==> src/bounded_list_engine_core_macros.svh <==
// Assertion macros shared by the bounded list engine RTL.
// Needs no other file; define NO_ASSERTIONS to compile them away.
`ifndef BOUNDED_LIST_ENGINE_CORE_MACROS_SVH
`define BOUNDED_LIST_ENGINE_CORE_MACROS_SVH
`ifndef NO_ASSERTIONS
// The consequent must hold in the same cycle as the antecedent.
`define BLC_ASSERT_HOLDS(label, clk, rst, ante, cons) \
   label: assert property (@(posedge clk) disable iff (rst) (ante) |-> (cons)) \
      else $error("bounded list engine: same-cycle check failed");
// The consequent must hold in the cycle after the antecedent.
`define BLC_ASSERT_NEXT(label, clk, rst, ante, cons) \
   label: assert property (@(posedge clk) disable iff (rst) (ante) |=> (cons)) \
      else $error("bounded list engine: next-cycle check failed");
`else
`define BLC_ASSERT_HOLDS(label, clk, rst, ante, cons)
`define BLC_ASSERT_NEXT(label, clk, rst, ante, cons)
`endif
`endif

==> src/blc_pkg.sv <==
// Shared types and constants of the bounded list engine.
// Depends on nothing; every RTL module but blc_ram refers to it by scoped names.
package blc_pkg;

   // List capacity and derived widths.
   localparam int DEPTH = 32;
   localparam int PTR_W = $clog2(DEPTH);
   localparam logic [PTR_W:0] DEPTH_WIDE = (PTR_W + 1)'(DEPTH);

   // Fixed field widths.
   localparam int OPCODE_W = 3;
   localparam int ELEM_W   = 32;
   localparam int INDEX_W  = 5;
   localparam int COUNT_W  = 6;
   localparam logic [COUNT_W-1:0] FULL_COUNT = COUNT_W'(DEPTH);

   // Request opcodes.
   typedef enum logic [OPCODE_W-1:0] {
      OP_PUSH_FRONT = 3'd0,
      OP_PUSH_BACK  = 3'd1,
      OP_POP_FRONT  = 3'd2,
      OP_POP_BACK   = 3'd3,
      OP_REMOVE_AT  = 3'd4,
      OP_REVERSE    = 3'd5,
      OP_DUMP       = 3'd6
   } opcode_type;

   // Result status codes.
   typedef enum logic [1:0] {
      ST_OK    = 2'd0,
      ST_EMPTY = 2'd1,
      ST_FULL  = 2'd2,
      ST_RANGE = 2'd3
   } status_type;

   // Commands handed from the front end to the executor.
   typedef enum logic [2:0] {
      CMD_PUSH_FRONT,
      CMD_PUSH_BACK,
      CMD_POP_FRONT,
      CMD_POP_BACK,
      CMD_REMOVE_AT,
      CMD_REVERSE,
      CMD_DUMP,
      CMD_NOP
   } cmd_kind_type;

   typedef struct packed {
      logic [OPCODE_W-1:0]      opcode;
      logic signed [ELEM_W-1:0] value;
      logic [INDEX_W-1:0]       index;
   } req_word_type;

   typedef struct packed {
      logic signed [ELEM_W-1:0] element;
      logic [COUNT_W-1:0]       count;
      status_type               status;
      logic                     last;
   } rsp_word_type;

   typedef struct packed {
      cmd_kind_type             kind;
      logic signed [ELEM_W-1:0] value;
      logic [INDEX_W-1:0]       index;
   } cmd_word_type;

endpackage

==> src/bounded_list_engine_core.sv <==
// Top level of the bounded list engine: an ordered list of up to 32
// signed words. Depends on blc_pkg, blc_front, blc_back and blc_out_queue.
//
// Usage:
// Requests enter through a queue-style port: a word is taken at a rising
// edge with req_push high and req_full low. Results leave the same way:
// the oldest result sits on rsp_word while rsp_empty is low and is taken
// at an edge with rsp_pop high. Every request gives one result word except
// a dump, which gives one word per element, front first, with last set on
// the final one; a dump of an empty list gives a single empty-status word.
// Flow: the front end queues two requests, the executor carries out one
// at a time and takes no new command before its last result is queued.
// Pushes, pops, reverse and no-ops go from S_IDLE to S_REPLY, which queues
// the result word. Removal at index i moves each element behind it one
// place forward, one RAM read and write per moved element. A dump reads
// the front element, then delivers one element per cycle while the result queue has room.
// Reset empties the list and both queues; the RAM is not cleared.
// When the receiver stalls, up to two results wait in the result queue,
// the executor halts, and req_full rises once the request queue fills.
module bounded_list_engine_core (
   input  logic                  clock,
   input  logic                  reset,
   input  logic                  req_push,
   output logic                  req_full,
   input  blc_pkg::req_word_type req_word,
   output logic                  rsp_empty,
   input  logic                  rsp_pop,
   output blc_pkg::rsp_word_type rsp_word
);

   logic                  cmd_valid;
   logic                  cmd_take;
   blc_pkg::cmd_word_type cmd_word;
   logic                  out_push;
   logic                  out_full;
   blc_pkg::rsp_word_type out_word;

   // Request intake and classification.
   blc_front u_front (
      .clock     (clock),
      .reset     (reset),
      .req_push  (req_push),
      .req_full  (req_full),
      .req_word  (req_word),
      .cmd_valid (cmd_valid),
      .cmd_take  (cmd_take),
      .cmd_word  (cmd_word)
   );

   // List executor.
   blc_back u_back (
      .clock     (clock),
      .reset     (reset),
      .cmd_valid (cmd_valid),
      .cmd_take  (cmd_take),
      .cmd       (cmd_word),
      .out_full  (out_full),
      .out_push  (out_push),
      .out_word  (out_word)
   );

   // Result queue toward the receiver.
   blc_out_queue u_out (
      .clock     (clock),
      .reset     (reset),
      .in_push   (out_push),
      .in_full   (out_full),
      .in_word   (out_word),
      .rsp_empty (rsp_empty),
      .rsp_pop   (rsp_pop),
      .rsp_word  (rsp_word)
   );

endmodule

==> src/blc_ram.sv <==
// Generic single-write, single-read RAM with a registered read port.
// Depends on nothing.
module blc_ram #(
   parameter int WIDTH   = 32,
   parameter int ENTRIES = 32
) (
   input  logic                       clock,
   input  logic                       wr_en,
   input  logic [$clog2(ENTRIES)-1:0] wr_addr,
   input  logic [WIDTH-1:0]           wr_data,
   input  logic                       rd_en,
   input  logic [$clog2(ENTRIES)-1:0] rd_addr,
   output logic [WIDTH-1:0]           rd_data
);

   logic [WIDTH-1:0] mem_ff [ENTRIES];
   logic [WIDTH-1:0] rd_data_ff;

   // Write and read ports; read data holds while no read is issued.
   always_ff @(posedge clock) begin
      if (wr_en) begin
         mem_ff[wr_addr] <= wr_data;
      end
      if (rd_en) begin
         rd_data_ff <= mem_ff[rd_addr];
      end
   end

   assign rd_data = rd_data_ff;

endmodule

==> src/blc_front.sv <==
// Front end: accepts request words, classifies the opcode into a command
// and holds commands in a two-word queue. Depends on blc_pkg.
module blc_front (
   input  logic                  clock,
   input  logic                  reset,
   input  logic                  req_push,
   output logic                  req_full,
   input  blc_pkg::req_word_type req_word,
   output logic                  cmd_valid,
   input  logic                  cmd_take,
   output blc_pkg::cmd_word_type cmd_word
);

   blc_pkg::cmd_word_type slot_ff [2];
   blc_pkg::cmd_word_type new_cmd;
   logic                  wr_ptr_ff;
   logic                  wr_ptr_in;
   logic                  rd_ptr_ff;
   logic                  rd_ptr_in;
   logic [1:0]            fill_ff;
   logic [1:0]            fill_in;
   logic                  do_write;
   logic                  do_read;

   // Decode the opcode; the unused code becomes a no-op.
   always_comb begin
      new_cmd.value = req_word.value;
      new_cmd.index = req_word.index;
      unique case (req_word.opcode)
         blc_pkg::OP_PUSH_FRONT: new_cmd.kind = blc_pkg::CMD_PUSH_FRONT;
         blc_pkg::OP_PUSH_BACK:  new_cmd.kind = blc_pkg::CMD_PUSH_BACK;
         blc_pkg::OP_POP_FRONT:  new_cmd.kind = blc_pkg::CMD_POP_FRONT;
         blc_pkg::OP_POP_BACK:   new_cmd.kind = blc_pkg::CMD_POP_BACK;
         blc_pkg::OP_REMOVE_AT:  new_cmd.kind = blc_pkg::CMD_REMOVE_AT;
         blc_pkg::OP_REVERSE:    new_cmd.kind = blc_pkg::CMD_REVERSE;
         blc_pkg::OP_DUMP:       new_cmd.kind = blc_pkg::CMD_DUMP;
         default:                new_cmd.kind = blc_pkg::CMD_NOP;
      endcase
   end

   // Queue pointers and fill level.
   assign req_full  = (fill_ff == 2'd2);
   assign cmd_valid = (fill_ff != 2'd0);
   assign do_write  = req_push && !req_full;
   assign do_read   = cmd_take && cmd_valid;
   assign wr_ptr_in = do_write ? !wr_ptr_ff : wr_ptr_ff;
   assign rd_ptr_in = do_read ? !rd_ptr_ff : rd_ptr_ff;

   always_comb begin
      fill_in = fill_ff;
      if (do_write && !do_read) begin
         fill_in = fill_ff + 2'd1;
      end else if (do_read && !do_write) begin
         fill_in = fill_ff - 2'd1;
      end
   end

   always_ff @(posedge clock) begin
      if (reset) begin
         wr_ptr_ff <= 1'b0;
         rd_ptr_ff <= 1'b0;
         fill_ff   <= 2'd0;
      end else begin
         wr_ptr_ff <= wr_ptr_in;
         rd_ptr_ff <= rd_ptr_in;
         fill_ff   <= fill_in;
      end
   end

   // Command storage needs no reset.
   always_ff @(posedge clock) begin
      if (do_write) begin
         slot_ff[wr_ptr_ff] <= new_cmd;
      end
   end

   assign cmd_word = slot_ff[rd_ptr_ff];

endmodule

==> src/blc_out_queue.sv <==
// Two-word result queue that parts the executor from the result channel.
// Depends on blc_pkg.
module blc_out_queue (
   input  logic                  clock,
   input  logic                  reset,
   input  logic                  in_push,
   output logic                  in_full,
   input  blc_pkg::rsp_word_type in_word,
   output logic                  rsp_empty,
   input  logic                  rsp_pop,
   output blc_pkg::rsp_word_type rsp_word
);

   blc_pkg::rsp_word_type slot_ff [2];
   logic                  wr_ptr_ff;
   logic                  wr_ptr_in;
   logic                  rd_ptr_ff;
   logic                  rd_ptr_in;
   logic [1:0]            fill_ff;
   logic [1:0]            fill_in;
   logic                  do_write;
   logic                  do_read;

   // Pointer and fill bookkeeping.
   assign in_full   = (fill_ff == 2'd2);
   assign rsp_empty = (fill_ff == 2'd0);
   assign do_write  = in_push && !in_full;
   assign do_read   = rsp_pop && !rsp_empty;
   assign wr_ptr_in = do_write ? !wr_ptr_ff : wr_ptr_ff;
   assign rd_ptr_in = do_read ? !rd_ptr_ff : rd_ptr_ff;

   always_comb begin
      fill_in = fill_ff;
      if (do_write && !do_read) begin
         fill_in = fill_ff + 2'd1;
      end else if (do_read && !do_write) begin
         fill_in = fill_ff - 2'd1;
      end
   end

   always_ff @(posedge clock) begin
      if (reset) begin
         wr_ptr_ff <= 1'b0;
         rd_ptr_ff <= 1'b0;
         fill_ff   <= 2'd0;
      end else begin
         wr_ptr_ff <= wr_ptr_in;
         rd_ptr_ff <= rd_ptr_in;
         fill_ff   <= fill_in;
      end
   end

   // Result storage needs no reset.
   always_ff @(posedge clock) begin
      if (do_write) begin
         slot_ff[wr_ptr_ff] <= in_word;
      end
   end

   assign rsp_word = slot_ff[rd_ptr_ff];

endmodule

==> src/blc_back.sv <==
// Executor: keeps the list as a ring in a RAM with a head pointer and a
// direction bit, and carries out one command at a time. Depends on blc_pkg,
// blc_ram and the assertion macro header.
`include "bounded_list_engine_core_macros.svh"
module blc_back (
   input  logic                  clock,
   input  logic                  reset,
   input  logic                  cmd_valid,
   output logic                  cmd_take,
   input  blc_pkg::cmd_word_type cmd,
   input  logic                  out_full,
   output logic                  out_push,
   output blc_pkg::rsp_word_type out_word
);

   typedef enum logic [1:0] {S_IDLE, S_SHIFT, S_DUMP, S_REPLY} state_type;

   state_type                       state_ff;
   state_type                       state_in;
   logic [blc_pkg::PTR_W-1:0]       head_ff;
   logic [blc_pkg::PTR_W-1:0]       head_in;
   logic                            dir_ff;
   logic                            dir_in;
   logic [blc_pkg::COUNT_W-1:0]     count_ff;
   logic [blc_pkg::COUNT_W-1:0]     count_in;
   logic [blc_pkg::COUNT_W-1:0]     pos_ff;
   logic [blc_pkg::COUNT_W-1:0]     pos_in;
   blc_pkg::status_type             st_ff;
   blc_pkg::status_type             st_in;

   logic                            ram_wr_en;
   logic [blc_pkg::PTR_W-1:0]       ram_wr_addr;
   logic [blc_pkg::ELEM_W-1:0]      ram_wr_data;
   logic                            ram_rd_en;
   logic [blc_pkg::PTR_W-1:0]       ram_rd_addr;
   logic [blc_pkg::ELEM_W-1:0]      ram_rd_data;

   logic                            is_empty;
   logic                            is_full;
   logic [blc_pkg::COUNT_W-1:0]     idx_ext;
   logic [blc_pkg::COUNT_W-1:0]     idx_next;
   logic [blc_pkg::COUNT_W-1:0]     count_dec;
   logic [blc_pkg::COUNT_W-1:0]     pos_next;
   logic [blc_pkg::COUNT_W-1:0]     pos_plus2;

   // Map a position counted from the front to a RAM address.
   function automatic logic [blc_pkg::PTR_W-1:0] phys(
      input logic [blc_pkg::PTR_W-1:0] base,
      input logic                      rev,
      input logic [blc_pkg::PTR_W-1:0] off
   );
      logic [blc_pkg::PTR_W:0] step;
      logic [blc_pkg::PTR_W:0] sum;
      step = rev ? (blc_pkg::DEPTH_WIDE - {1'b0, off}) : {1'b0, off};
      sum  = {1'b0, base} + step;
      if (sum >= blc_pkg::DEPTH_WIDE) begin
         sum = sum - blc_pkg::DEPTH_WIDE;
      end
      return sum[blc_pkg::PTR_W-1:0];
   endfunction

   blc_ram #(
      .WIDTH   (blc_pkg::ELEM_W),
      .ENTRIES (blc_pkg::DEPTH)
   ) u_store (
      .clock   (clock),
      .wr_en   (ram_wr_en),
      .wr_addr (ram_wr_addr),
      .wr_data (ram_wr_data),
      .rd_en   (ram_rd_en),
      .rd_addr (ram_rd_addr),
      .rd_data (ram_rd_data)
   );

   // Helper values shared by the sequencer.
   assign is_empty  = (count_ff == '0);
   assign is_full   = (count_ff == blc_pkg::FULL_COUNT);
   assign idx_ext   = blc_pkg::COUNT_W'(cmd.index);
   assign idx_next  = idx_ext + blc_pkg::COUNT_W'(1);
   assign count_dec = count_ff - blc_pkg::COUNT_W'(1);
   assign pos_next  = pos_ff + blc_pkg::COUNT_W'(1);
   assign pos_plus2 = pos_ff + blc_pkg::COUNT_W'(2);

   // Sequencer next-state logic.
   always_comb begin
      state_in    = state_ff;
      head_in     = head_ff;
      dir_in      = dir_ff;
      count_in    = count_ff;
      pos_in      = pos_ff;
      st_in       = st_ff;
      cmd_take    = 1'b0;
      ram_wr_en   = 1'b0;
      ram_wr_addr = head_ff;
      ram_wr_data = cmd.value;
      ram_rd_en   = 1'b0;
      ram_rd_addr = head_ff;
      out_push    = 1'b0;
      out_word.element = '0;
      out_word.count   = count_ff;
      out_word.status  = st_ff;
      out_word.last    = 1'b1;

      unique case (state_ff)
         S_IDLE: begin
            if (cmd_valid) begin
               cmd_take = 1'b1;
               st_in    = blc_pkg::ST_OK;
               state_in = S_REPLY;
               unique case (cmd.kind)
                  blc_pkg::CMD_PUSH_FRONT: begin
                     if (is_full) begin
                        st_in = blc_pkg::ST_FULL;
                     end else begin
                        head_in     = phys(head_ff, dir_ff, blc_pkg::PTR_W'(blc_pkg::DEPTH - 1));
                        ram_wr_en   = 1'b1;
                        ram_wr_addr = head_in;
                        count_in    = count_ff + blc_pkg::COUNT_W'(1);
                     end
                  end
                  blc_pkg::CMD_PUSH_BACK: begin
                     if (is_full) begin
                        st_in = blc_pkg::ST_FULL;
                     end else begin
                        ram_wr_en   = 1'b1;
                        ram_wr_addr = phys(head_ff, dir_ff, count_ff[blc_pkg::PTR_W-1:0]);
                        count_in    = count_ff + blc_pkg::COUNT_W'(1);
                     end
                  end
                  blc_pkg::CMD_POP_FRONT: begin
                     if (is_empty) begin
                        st_in = blc_pkg::ST_EMPTY;
                     end else begin
                        head_in  = phys(head_ff, dir_ff, blc_pkg::PTR_W'(1));
                        count_in = count_dec;
                     end
                  end
                  blc_pkg::CMD_POP_BACK: begin
                     if (is_empty) begin
                        st_in = blc_pkg::ST_EMPTY;
                     end else begin
                        count_in = count_dec;
                     end
                  end
                  blc_pkg::CMD_REMOVE_AT: begin
                     if (is_empty) begin
                        st_in = blc_pkg::ST_EMPTY;
                     end else if (idx_ext >= count_ff) begin
                        st_in = blc_pkg::ST_RANGE;
                     end else if (idx_ext == count_dec) begin
                        count_in = count_dec;
                     end else begin
                        // Close the gap: fetch the element just behind it.
                        ram_rd_en   = 1'b1;
                        ram_rd_addr = phys(head_ff, dir_ff, idx_next[blc_pkg::PTR_W-1:0]);
                        pos_in      = idx_ext;
                        state_in    = S_SHIFT;
                     end
                  end
                  blc_pkg::CMD_REVERSE: begin
                     if (count_ff > blc_pkg::COUNT_W'(1)) begin
                        head_in = phys(head_ff, dir_ff, count_dec[blc_pkg::PTR_W-1:0]);
                        dir_in  = !dir_ff;
                     end
                  end
                  blc_pkg::CMD_DUMP: begin
                     if (is_empty) begin
                        st_in = blc_pkg::ST_EMPTY;
                     end else begin
                        ram_rd_en   = 1'b1;
                        ram_rd_addr = head_ff;
                        pos_in      = '0;
                        state_in    = S_DUMP;
                     end
                  end
                  blc_pkg::CMD_NOP: begin
                     st_in = blc_pkg::ST_OK;
                  end
                  default: begin
                     st_in = blc_pkg::ST_OK;
                  end
               endcase
            end
         end
         S_SHIFT: begin
            // Move the fetched element one place toward the front.
            ram_wr_en   = 1'b1;
            ram_wr_addr = phys(head_ff, dir_ff, pos_ff[blc_pkg::PTR_W-1:0]);
            ram_wr_data = ram_rd_data;
            if (pos_plus2 < count_ff) begin
               ram_rd_en   = 1'b1;
               ram_rd_addr = phys(head_ff, dir_ff, pos_plus2[blc_pkg::PTR_W-1:0]);
               pos_in      = pos_next;
            end else begin
               count_in = count_dec;
               st_in    = blc_pkg::ST_OK;
               state_in = S_REPLY;
            end
         end
         S_DUMP: begin
            // One element per cycle while the result queue has room.
            out_word.element = signed'(ram_rd_data);
            out_word.status  = blc_pkg::ST_OK;
            out_word.last    = (pos_next == count_ff);
            if (!out_full) begin
               out_push = 1'b1;
               if (pos_next == count_ff) begin
                  state_in = S_IDLE;
               end else begin
                  ram_rd_en   = 1'b1;
                  ram_rd_addr = phys(head_ff, dir_ff, pos_next[blc_pkg::PTR_W-1:0]);
                  pos_in      = pos_next;
               end
            end
         end
         S_REPLY: begin
            if (!out_full) begin
               out_push = 1'b1;
               state_in = S_IDLE;
            end
         end
         default: begin
            state_in = S_IDLE;
         end
      endcase
   end

   // State and list bookkeeping registers.
   always_ff @(posedge clock) begin
      if (reset) begin
         state_ff <= S_IDLE;
         head_ff  <= '0;
         dir_ff   <= 1'b0;
         count_ff <= '0;
         pos_ff   <= '0;
         st_ff    <= blc_pkg::ST_OK;
      end else begin
         state_ff <= state_in;
         head_ff  <= head_in;
         dir_ff   <= dir_in;
         count_ff <= count_in;
         pos_ff   <= pos_in;
         st_ff    <= st_in;
      end
   end

   // Checks on the executor.
   `BLC_ASSERT_HOLDS(count_bounded, clock, reset, 1'b1, count_ff <= blc_pkg::FULL_COUNT)
   `BLC_ASSERT_HOLDS(push_has_room, clock, reset, out_push, !out_full)
   `BLC_ASSERT_NEXT(push_back_grows, clock, reset, state_ff == S_IDLE && cmd_valid && cmd.kind == blc_pkg::CMD_PUSH_BACK && !is_full, count_ff == $past(count_ff) + 1'b1)
   `BLC_ASSERT_NEXT(dump_walk_advances, clock, reset, state_ff == S_DUMP && out_push && !out_word.last, state_ff == S_DUMP && pos_ff == $past(pos_ff) + 1'b1)

endmodule

==> config.mk <==
export PLATFORM = sky130hd
export DESIGN_NAME = bounded_list_engine_core
export DESIGN_NICKNAME = d
export VERILOG_FILES = /design/src/blc_pkg.sv /design/src/bounded_list_engine_core.sv /design/src/blc_ram.sv /design/src/blc_front.sv /design/src/blc_out_queue.sv /design/src/blc_back.sv
export VERILOG_INCLUDE_DIRS = /design/src /design/src/src
export SDC_FILE = /design/constraint.sdc
export NUM_CORES = 2
export LEC_CHECK = 0
export BUFFER_PORTS_ARGS = -buffer_cell sky130_fd_sc_hd__buf_4
export CORE_ASPECT_RATIO = 1.75
export CORE_UTILIZATION = 60
export DETAILED_ROUTE_END_ITERATION = 16
export PLACE_DENSITY = 0.77
export SYNTH_ARGS = -nofsm -noshare
export SYNTH_HDL_FRONTEND = slang
export SYNTH_HIERARCHICAL = 1
export SYNTH_SLANG_ARGS = --single-unit
export TNS_END_PERCENT = 100
==> constraint.sdc <==
create_clock -name clock -period 12.9 [get_ports clock]
set_input_delay 1.935 -clock clock [delete_from_list [all_inputs] [get_ports clock]]
set_output_delay 1.935 -clock clock [all_outputs]
set_load 0.01 [all_outputs]
Yosys cells after proc, flatten, opt, wreduce, memory -nomap -nowiden
Memory sizes are Yosys's and may differ from the RTL's. A register that Yosys moved wholly into a read port is not among the register bits.
Cells that the tools add are included.
{"block": "totals", "ramBits": 1186, "output_inout_bits": 43, "inputBits": 44, "n_memories": 3, "register_bits": 30, "elab_cells": 243}
{"block": "op_classes", "reduce_logical": 41, "add_sub_neg": 31, "muxes": 107, "magnitude_cmp": 11, "eq_ne": 38}
{"name": "u_back.u_store.mem_ff", "words": 32, "width": 32, "read_ports": 1, "rd_clocked_by_memory_dff": 1, "wr": 1, "line": "blc_ram.sv:16", "text": "logic [WIDTH-1:0] mem_ff [ENTRIES];"}
{"name": "u_out.slot_ff", "words": 2, "width": 41, "read_ports": 1, "rd_clocked_by_memory_dff": 1, "wr": 1, "line": "blc_out_queue.sv:14", "text": "blc_pkg::rsp_word_type slot_ff [2];"}
{"name": "u_front.slot_ff", "words": 2, "width": 40, "read_ports": 1, "rd_clocked_by_memory_dff": 1, "wr": 1, "line": "blc_front.sv:14", "text": "blc_pkg::cmd_word_type slot_ff [2];"}
{"operator": "$mux W6", "count": 21}
{"operator": "$mux W5", "count": 23}
{"operator": "$mux W32", "count": 2}
{"operator": "$ge A6 B6 Y1 const B", "count": 8}
{"operator": "$sub A5 B1 Y5 const B", "count": 8}
{"operator": "$add A5 B6 Y6", "count": 6}
{"operator": "$pmux W6 S3", "count": 2}
{"operator": "$sub A6 B5 Y6 const A", "count": 6}
{"operator": "$mux W2", "count": 17}
{"operator": "$pmux W5 S3", "count": 2}
{"operator": "$mux W1", "count": 27}
{"operator": "$pmux W6 S2", "count": 2}
{"operator": "$ne A3 B3 Y1 const B", "count": 7}
{"operator": "$pmux W3 S7", "count": 1}
{"operator": "$pmux W5 S2", "count": 2}
{"operator": "$eq A3 B3 Y1 const B", "count": 6}
{"operator": "$add A5 B5 Y6", "count": 2}
{"operator": "$add A6 B1 Y6 const B", "count": 2}
{"operator": "$eq A3 B2 Y1 const B", "count": 4}
{"operator": "$logic_not A1 Y1", "count": 12}
{"operator": "$ne A2 B2 Y1 const B", "count": 6}
{"operator": "$reduce_and A10 Y1", "count": 1}
{"operator": "$reduce_and A5 Y1", "count": 2}
{"operator": "$reduce_and A9 Y1", "count": 1}
{"operator": "other kinds (33)", "count": 58}

Depth between registers and ports, before layout
{"block": "logic_depth", "ltp_word": 12, "mapped_depth": 21}

By module
Netlist, hierarchy kept.
{"module": "blc_ram", "instances": 1, "cells_each": 2260, "area_per_inst_um2": 40812.9}
{"module": "blc_back", "instances": 1, "cells_each": 609, "area_per_inst_um2": 4770.8}
{"module": "blc_out_queue", "instances": 1, "cells_each": 153, "area_per_inst_um2": 3166.8}
{"module": "blc_front", "instances": 1, "cells_each": 152, "area_per_inst_um2": 3104.2}

Least setup slack after synthesis
Ideal clock, no wire load.
{"block": "synth_timing", "kind": "flip-flop to flip-flop", "startpoint": "register u_back.dir_ff", "endpoint": "memory u_back.u_store.mem_ff[17][0], enable pin", "path_slack_ps": 7582, "stages_incl_launch_ff": 17, "arrival_time_ps": 4897, "n_path_buf": 3, "cell_sequence": "dfxtp_1 clkbuf_1 clkbuf_1 buf_1 nand2_1 o21ai_0 inv_1 fa_1 nor2b_1 o21ai_0 nand2b_1 xnor2_1 a311oi_1 mux2i_1 o211ai_1 or3b_2 nor2_1"}
{"block": "synth_via", "elab_chain_cells": 8}
{"element": "from (decl)", "line": "blc_back.sv:22", "text": "logic dir_ff;"}
{"element": "from (signal assigned)", "line": "blc_back.sv:240", "text": "dir_ff <= dir_in;"}
{"element": "$mux W6 / $mux W5 (equally long branches)", "line": "blc_back.sv:54", "text": "step = rev ? (blc_pkg::DEPTH_WIDE - {1'b0, off}) : {1'b0, off};"}
{"element": "$add A5 B6 Y6 / $add A5 B5 Y6 (equally long branches)", "line": "blc_back.sv:55", "text": "sum = {1'b0, base} + step;"}
{"element": "$sub A5 B1 Y5 / $ge A6 B6 Y1 (equally long branches)", "line": "blc_back.sv:57, blc_back.sv:56"}
{"element": "$mux W5", "line": "blc_back.sv:56", "text": "if (sum >= blc_pkg::DEPTH_WIDE) begin"}
{"element": "$mux W5, on equally long branches", "line": "blc_back.sv:122, blc_back.sv:112"}
{"element": "$pmux W5 S2", "line": "blc_back.sv:110", "text": "unique case (cmd.kind)"}
{"element": "$mux W5", "line": "blc_back.sv:106", "text": "if (cmd_valid) begin"}
{"element": "$pmux W5 S2 *", "line": "blc_back.sv:104", "text": "unique case (state_ff)"}
{"element": "via u_back.ram_wr_addr, one bit", "line": "blc_back.sv:32", "text": "logic [blc_pkg::PTR_W-1:0] ram_wr_addr;"}
{"element": "to (decl)", "line": "blc_ram.sv:16"}
The timed path passes the listed nets; every way through them passes the cells marked *.

==> metrics.csv <==
stage;metric;value;unit
outcome;outcome;finished clean;
placed_design;place_congestion;0.944;
power;clkPwrFrac;21.9;%
logic_synthesis;synthArstFlopShare;0;%
placed_design;port_buffers;86;
timing;postLayoutSetupSlackWorst;6.19;ns
clocking;cts_hold_repair.buffers;0;
drt;wirelength;133;mm
drt;drt_first_iter_violations;3044;
timing;finalCritPeriodShare;52.0;%
finish;final-instance-count-excl-fill;4487;
timing;drv_slew;0;
logic_synthesis;mappedNetlistNets;3280;
placed_design;numPlacedInstances;4294;
floorplanning;die_width;224;um
worst_setup_path;critPathBufInv;4;
global_routing;antenna_found_initial;2;
clocking;clk_root_buffer_cell;clkbuf_16;
global_routing;globalRoute.totalOverflow;0;
logic_synthesis;number_of_cells_produced_by_synthesis;3174;
worst_setup_path;crit_path_max_incr_delay;0.83;ns
worst_setup_path;worst_ep_required_time;13.33;ns
global_routing;grt_max_degree;160;
power;leakagePower;18.4;nW
global_routing;first_global_vias;29700;
worst_hold_path;worst_hold_path_type;reg2reg;
timing;clock_skew;0.0214;ns
timing;timing.slew.headroom;17.4;%
floorplanning;fp.dieH;391;um
worst_setup_path;category_of_cells_accounting_for_the_largest_share_of_critical_path_delay;buffers and inverters;
power;p_int;9.21;mW
drt;antenna_violating_nets_post_route;0;
logic_synthesis;postSynth.topFlopCell;edfxtp_1;
placed_design;hpwlAfterDp;73.9;mm
drt;wl_met1;43.8;mm
worst_setup_path;critPathArrivalTime;7.15;ns
timing;grt_setup_unrepaired;false;
worst_setup_path;crit_type;reg2reg;
power;p_per_area;255;nW/um2
global_routing;global_route_wire_length_before_repair;191;mm
floorplanning;placementRows;142;
clocking;clk_pin_slew;0.07;ns
logic_synthesis;seq_area_frac_synth;71.8;%
logic_synthesis;syn_area_per_cell;16.3;um2
power;power.switching;5.38;mW
clocking;insertion_delay;0.71;ns
logic_synthesis;synth_seq_cells;1250;
clocking;tritoncts.num_buffers;101;
timing;worst_pin_slew;1.24;ns
floorplanning;initial_core_utilization;60.6;%
drt;routed-wl-met2;69.0;mm
floorplanning;boundaryPins;87;
floorplanning;design.die.area;87700;um2
worst_setup_path;maximum_fanout_along_the_worst_path;71;
worst_setup_path;endpoint_kind;register;
finish;area_delta_synth_final;10.3;%
drt;met3_length;10.4;mm
clocking;h-tree-depth;3;
clocking;post_cts_buffers;0;
timing;hold_viol_final;0;
power;totalPowerFinal;14.6;mW
finish;filler_cell_count;5605;
drt;wl_per_cell;29.6;um
finish;most-common-layout-cells;1218 x edfxtp_1, 525 x mux2i_1, 145 x nand2_1;
finish;net_count_final;3351;
worst_setup_path;cp-start-kind;register;
placed_design;dpl-instance-area;53700;um2
global_routing;grt_use_total;30.6;%
power;share_seq_of_total_power;38.7;%
timing;timing.final.crit_period;6.71;ns
timing;final_setup_fails;0;
clocking;cts_num_sinks;1250;
clocking;tritoncts_clock_tree;yes;
drt;firstDrtPassIters;5;
timing;fin_worst_hold_slack;0.488;ns
timing;setup_total_negative_slack;0;ns
logic_synthesis;yosys_warnings;6;
finish;fin_area;57200;um2
worst_setup_path;critical_path.cell_chain;buf_4 -> mux2_2 -> inv_1 -> ha_1 -> nand2b_1 -> a211oi_1 -> o2111ai_1 -> nor2b_1 -> a32o_1 -> a21oi_1 -> o22ai_1 -> nor2b_4 -> buf_4 -> buf_4 -> a22o_1 -> nor3_1 -> a31oi_1 -> nand3_1;
floorplanning;placeableCoreArea;85600;um2
drt;viasPerCell;6.46;
power;power.switching_fraction;36.9;%
worst_setup_path;critPathSlowestCell;buf_4;
flow_run;drv.max_cap_violation_count;0;
timing;max_freq;149;MHz
worst_setup_path;critPathMostFrequentCell;buf_4;
drt;vias;29000;
drt;drc_errors;0;
clocking;clockBufferDepth;3;
finish;final_layout_size_suffix_gt1_share;14.7;%
logic_synthesis;synth_enable_flop_cells;1218;
logic_synthesis;netlist_area;51900;um2
finish;layout.cells.most_common;edfxtp_1;
drt;maxUsedRoutingLayer;met4;
logic_synthesis;distinct_cell_type_count_of_the_synthesized_netlist;81;
power;p_comb_share;39.4;%
power;peakVddDrop;421;uV
clocking;cts-resized-gates;0;
placed_design;dp_slack;6.32;ns
finish;layout.core_utilization;66.8;%
-- logic make-up after synthesis --
| group | Yosys count | synth area share, % |
|---|---|---|
| flip-flops | 1250 | 71.8 |
| multiplexers | 640 | 12.6 |
| AND/OR/NAND/NOR | 484 | 4.53 |
| AO/OA/AOI/OAI | 453 | 5.99 |
| buffers and inverters | 218 | 2.25 |
| XOR/XNOR | 67 | 1.23 |
| adder cells (fa/ha/maj) | 62 | 1.60 |
-- power by group through the flow --
stage / Sequential (mW) / Clock, mW / Combinational (mW)
finish: 5.64 / 3.19 / 5.75
global route: 5.67 / 3.37 / 6.08
CTS: 5.64 / 3.22 / 5.67
detailed placement: 5.73 / 0 / 5.63
global placement: 5.71 / 0 / 5.48
floorplan: 5.58 / 0 / 4.05
-- per-layer routing --
layer,up-vias,GRT usage [%]
met5,-,0
met4,0,20.8
met3,485,4.96
met2,1498,54.6
met1,14500,33.3
li1,12500,-
-- path summary, 6_finish.rpt --
| check | start | slack (ns) | cells past startpoint | to |
|---|---|---|---|---|
| setup / recovery | register | 6.19 | 18 | u_back/u_store/rd_data[8] |
| hold / removal | u_out/wr_ptr_ff | 0.49 | 2 | u_out/wr_ptr_ff |
| setup reg to reg | register | 6.19 | 18 | u_back/u_store/rd_data[8] |
| hold reg to reg | u_out/wr_ptr_ff | 0.49 | 2 | u_out/wr_ptr_ff |
-- cells in the mapped netlist, types with 8 or more instances --
library cell	number	area (um2)
edfxtp_1	1218	36600
nor3_1	37	185
buf_6	18	203
a21oi_1	134	671
a21o_1	14	105
ha_1	55	688
xnor2_1	40	350
and2_1	36	225
a31oi_1	37	231
inv_1	42	158
nand2b_1	10	62.6
nor2b_1	9	56.3
nor2_1	84	315
buf_2	44	220
buf_1	11	41.3
mux2i_1	525	5260
nand3_1	114	571
nand2_1	145	544
buf_4	40	300
dfxtp_1	32	641
o21ai_0	37	185
xor2_1	23	201
clkbuf_1	59	221
a22o_1	65	569
a22oi_1	106	796
mux2_2	111	1250
nand4_1	8	50.1
-- final cells by class --
class / count / area (um2) / share of cell area [%]
diodes: 2 / 5.00 / 0.00875
clock buffers: 115 / 2640 / 4.62
clock inverters: 76 / 823 / 1.44
inverters: 44 / 165 / 0.289
multi-input cells: 1706 / 13800 / 24.1
flip-flops and latches: 1250 / 37200 / 65.1
well taps: 1152 / 1440 / 2.52
repair buffers: 142 / 1120 / 1.95
-- tightest hold or removal path, stage by stage (launching register included) --
cell,delay [ns]
dfxtp_1,0.31
o21ai_0,0.07
a21oi_1,0.06
-- sequential cells by signal (all words and copies together) (netlist names), named ones only --
register / cells
u_front/fill_ff: 2
u_back/count_ff: 6
u_back/dir_ff: 1
u_back/st_ff: 2
u_out/wr_ptr_ff: 1
u_back/state_ff: 2
u_back/u_store/mem_ff: 1024
u_front/slot_ff: 80
u_back/pos_ff: 6
u_out/slot_ff: 82
u_front/rd_ptr_ff: 1
u_out/rd_ptr_ff: 1
u_back/head_ff: 5
u_out/fill_ff: 2
u_back/u_store/rd_data: 32
u_front/wr_ptr_ff: 1
Power figures use the tool's default switching activity.
